`src/sprs_pkg.sv`:
```
`timescale 1ns / 1ps
`default_nettype none

package sprs_pkg;

	// default geometry
	localparam int DEF_PAGE_BYTES       = 4096;
	localparam int DEF_HEADER_BYTES     = 12;
	localparam int DEF_SLOT_ENTRY_BYTES = 4;
	localparam int DEF_MAX_SLOTS        = 1024;

	// command codes carried in s_tuser
	localparam logic [2:0] FN_INIT   = 3'd0;
	localparam logic [2:0] FN_INSERT = 3'd1;
	localparam logic [2:0] FN_READ   = 3'd2;
	localparam logic [2:0] FN_DELETE = 3'd3;
	localparam logic [2:0] FN_PACK   = 3'd4;

	localparam logic ST_DONE    = 1'b0;
	localparam logic ST_REFUSED = 1'b1;

	localparam int IN_TDATA_W  = 96;
	localparam int OUT_TDATA_W = 80;

	typedef struct packed {
		logic        status;
		logic [9:0]  slot;
		logic [63:0] word;
		logic [3:0]  cnt;
		logic        last;
	} res_t;

	typedef struct packed {
		logic [11:0] start;
		logic [11:0] len;
	} slot_ent_t;

endpackage

`default_nettype wire

```
`src/sprs_out_reg.sv`:
```
`timescale 1ns / 1ps
`default_nettype none

module sprs_out_reg (
	input  wire                             clk,
	input  wire                             arst_n,
	input  wire                             load,
	input  sprs_pkg::res_t                  res,
	output logic                            space,
	output logic                            m_tvalid,
	input  wire                             m_tready,
	output logic [sprs_pkg::OUT_TDATA_W-1:0] m_tdata, // slot_result, read_word, byte_count
	output logic                            m_tuser,  // status
	output logic                            m_tlast   // last_word
);
	import sprs_pkg::*;

	res_t res_q;
	logic vld_q;

	assign space = !vld_q || m_tready;

	always_ff @(posedge clk or negedge arst_n) begin
		if (!arst_n) begin
			vld_q <= 1'b0;
		end else if (load) begin
			vld_q <= 1'b1;
		end else if (m_tready) begin
			vld_q <= 1'b0;
		end
	end

	always_ff @(posedge clk) begin
		if (load) begin
			res_q <= res;
		end
	end

	assign m_tvalid = vld_q;
	assign m_tdata  = {2'b00, res_q.cnt, res_q.word, res_q.slot};
	assign m_tuser  = res_q.status;
	assign m_tlast  = res_q.last;

endmodule

`default_nettype wire

```
`config.mk`:
```
export PLATFORM = sky130hd
export DESIGN_NAME = sprs_out_reg
export DESIGN_NICKNAME = d
export VERILOG_FILES = /design/src/sprs_pkg.sv /design/src/sprs_out_reg.sv
export SDC_FILE = /design/constraint.sdc
export NUM_CORES = 1
export LEC_CHECK = 0
export BUFFER_PORTS_ARGS = -buffer_cell sky130_fd_sc_hd__buf_4
export CAP_MARGIN = 20
export CORE_MARGIN = 8
export CORE_UTILIZATION = 41
export CTS_CLUSTER_SIZE = 30
export DETAILED_ROUTE_END_ITERATION = 7
export GPL_TIMING_DRIVEN = 0
export PLACE_DENSITY_LB_ADDON = 0.25
export RECOVER_POWER = 100
export SKIP_LAST_GASP = 1
export SLEW_MARGIN = 20
export SYNTH_ARGS = -nofsm -noshare
export SYNTH_HDL_FRONTEND = slang
export SYNTH_SLANG_ARGS = --single-unit
```
`constraint.sdc`:
```
create_clock -name clk -period 0.8 [get_ports clk]
set_input_delay 0.08 -clock clk [delete_from_list [all_inputs] [get_ports clk]]
set_output_delay 0.08 -clock clk [all_outputs]
set_load 0.1 [all_outputs]
```
==> impl_metrics.json <==
{
  "outcome": "finished, violations left",
  "violations": "negative setup slack",
  "dp.cells": 327,
  "drt_iter0_drc": 115,
  "worst_slack_ns": -0.396,
  "cts_root_buffer": "clkbuf_8",
  "synth_cells": 86,
  "gp_congestion": 0.786,
  "syn_area_per_cell_um2": 28.7,
  "wl_mm": 8.86,
  "grt_max_degree": 82,
  "htree_levels": 3,
  "final_cells": 426,
  "cts_tree": "done",
  "critPathKind": "reg2out",
  "min_period_ns": 1.20,
  "rows": 28,
  "critPathLaunchType": "flip-flop",
  "ys_ff_latch": 81,
  "clk_latency_ns": 0.33,
  "path_clk_slew_ns": 0.07,
  "yosysUniqueCellTypes": 6,
  "post-place-ws_ns": -0.443,
  "fin_skew_ns": 0,
  "synth_warnings": 0,
  "grt_pass1_vias": 2236,
  "maxSlewViolCount": 0,
  "cap_violations": 0,
  "grt_util_all_layers_pct": 20.6,
  "synth_top_area_share_pct": 97.3,
  "hold_violations": 0,
  "netlist_area_um2": 2470,
  "synth.top_cells.by_area": "edfxtp_1 97%, dfrtp_1 1.0%, buf_4 0.61%",
  "crit_required_ns": 0.72,
  "clockBufferDepth": 2,
  "worst_pin_slew_ns": 0.712,
  "antenna_found_initial": 1,
  "crit_slowest_cell": "dfrtp_4",
  "nets": 430,
  "cp_slowest_stage_delay_ns": 0.50,
  "rsz0062_at_grt": "true",
  "power.density_nw_per_um2": 2380,
  "crit_chain": "nand2b_4 -> buf_12",
  "netlist.top_cell.by_area": "edfxtp_1",
  "port_buffers": 165,
  "grt-ovfl-total": 0,
  "cp_data_arrival_time_ns": 1.12,
  "async_flop_share_pct": 1.23,
  "top_level_ports": 168,
  "grt_first_pass_wirelength_mm": 13.0,
  "synth_common_cells": "80 x edfxtp_1, 2 x buf_4",
  "ant_nets": 0,
  "cts_num_sinks": 81,
  "drive_gt1_share_pct": 52.0,
  "reg2reg_depth": 4,
  "hp-class": "in2async",
  "num_vias": 1907,
  "drt_pass1_iterations": 4,
  "setup_tns_ns": -17.92,
  "die_y_um": 93.6,
  "ys_seq_area_share_pct": 98.3,
  "synthToLayoutAreaGrowth_pct": 109,
  "start_util_pct": 41.9,
  "avgViaCountPerCell": 4.48,
  "die_x_um": 93.6,
  "max_freq_mhz": 836,
  "final_core_util_pct": 87.6,
  "drc_errors": 0,
  "synth-edff-count": 80,
  "ir_drop_mv": 1.50,
  "critPathCaptureType": "output pin",
  "leakagePower_nw": 2.15,
  "setup_viol": 83,
  "core_area_um2": 5890,
  "total_power_mw": 12.3,
  "crit_fanout": 2,
  "wl_per_cell_um": 20.8,
  "finalCritPeriodShare_pct": 150,
  "design.die.area_um2": 8760,
  "ys.flop_type": "edfxtp_1",
  "yosysMostFrequentCell": "edfxtp_1",
  "numCtsBuffers": 9,
  "relSlewSlack_pct": 52.5
}
## logic make-up after synthesis
family	Yosys count	synth area share, %
buffers and inverters	2	0.608
AND/OR/NAND/NOR	2	0.912
other	1	0.152
flip-flops	81	98.3
## area by class of cell
| cell class | instances | area, um^2 |
|---|---|---|
| well taps | 75 | 93.8 |
| clock buffers | 10 | 128 |
| repair buffers | 248 | 2380 |
| plain buffers | 2 | 15.0 |
| multi-input cells | 4 | 35.0 |
| fillers | 240 | 728 |
| clock inverters | 5 | 71.3 |
| diodes | 1 | 2.50 |
| flip-flops and latches | 81 | 2430 |
## state kept, by name, summed over array words and instances, names as in the netlist
| name | flops |
|---|---|
| m_tvalid | 1 |
| m_tdata | 78 |
| m_tuser | 1 |
| m_tlast | 1 |
## worst max-delay path: cells and delay by family (launching register included)
kind / cells / cell delay, ns
flops: 1 / 0.50
buf+inv: 1 / 0.18
simple gates: 1 / 0.10
## worst paths after layout
path	slack, ns	from	end
setup reg to reg	-0.17	m_tvalid$_DFFE_PN0P_	m_tvalid$_DFFE_PN0P_
hold / removal	0.08	arst_n	m_tvalid$_DFFE_PN0P_
max in group asynchronous	0.62	arst_n	m_tvalid$_DFFE_PN0P_
hold reg to reg	0.86	m_tvalid$_DFFE_PN0P_	m_tvalid$_DFFE_PN0P_
min in group clk	0.25	m_tready	m_tvalid$_DFFE_PN0P_
setup / recovery	-0.40	m_tvalid$_DFFE_PN0P_	space
## per-layer routing
layer	wire length (um)	global-route usage (%)	vias to the layer above
li1	-	-	856
met4	172	9.38	0
met5	0	0	-
met2	4570	35.8	137
met1	2960	20.3	900
met3	1160	10.1	14
## what timing repair did
action / in CTS / in global routing
resized for setup: 84 / 1
setup buffers: 1 / 1
hold buffers: 81 / 0
setup endpoints to repair: 163 / 83
hold endpoints to repair: 81 / 0
## where the power goes
part	leakage (nW)	internal, mW	switching (mW)	total, mW
clock	0.0989	1.71	1.35	3.06
combinational	1.26	1.13	2.85	3.98
sequential	0.793	5.05	0.175	5.22
## placed cells by master, fill, tap and decap left out, drive strengths merged
master | Yosys | layout
dlygate4sd3 | 0 | 81
clkbuf | 0 | 91
conb | 1 | 2
bufinv | 0 | 2
edfxtp | 80 | 80
clkinv | 0 | 3
diode | 0 | 1
dfrtp | 1 | 1
nand2b | 2 | 2
buf | 2 | 88
## metrics by stage
step           hold slack [ns]  cell area [um^2]
2_1_floorplan           -0.216              2480
3_3_place_gp            -0.139              3810
3_5_place_dp            -0.140              3810
4_1_cts                 0.0369              5150
5_1_grt                 0.0795              5160
6_report                0.0848              5160
No activity file was read; power rests on OpenSTA's default activity.
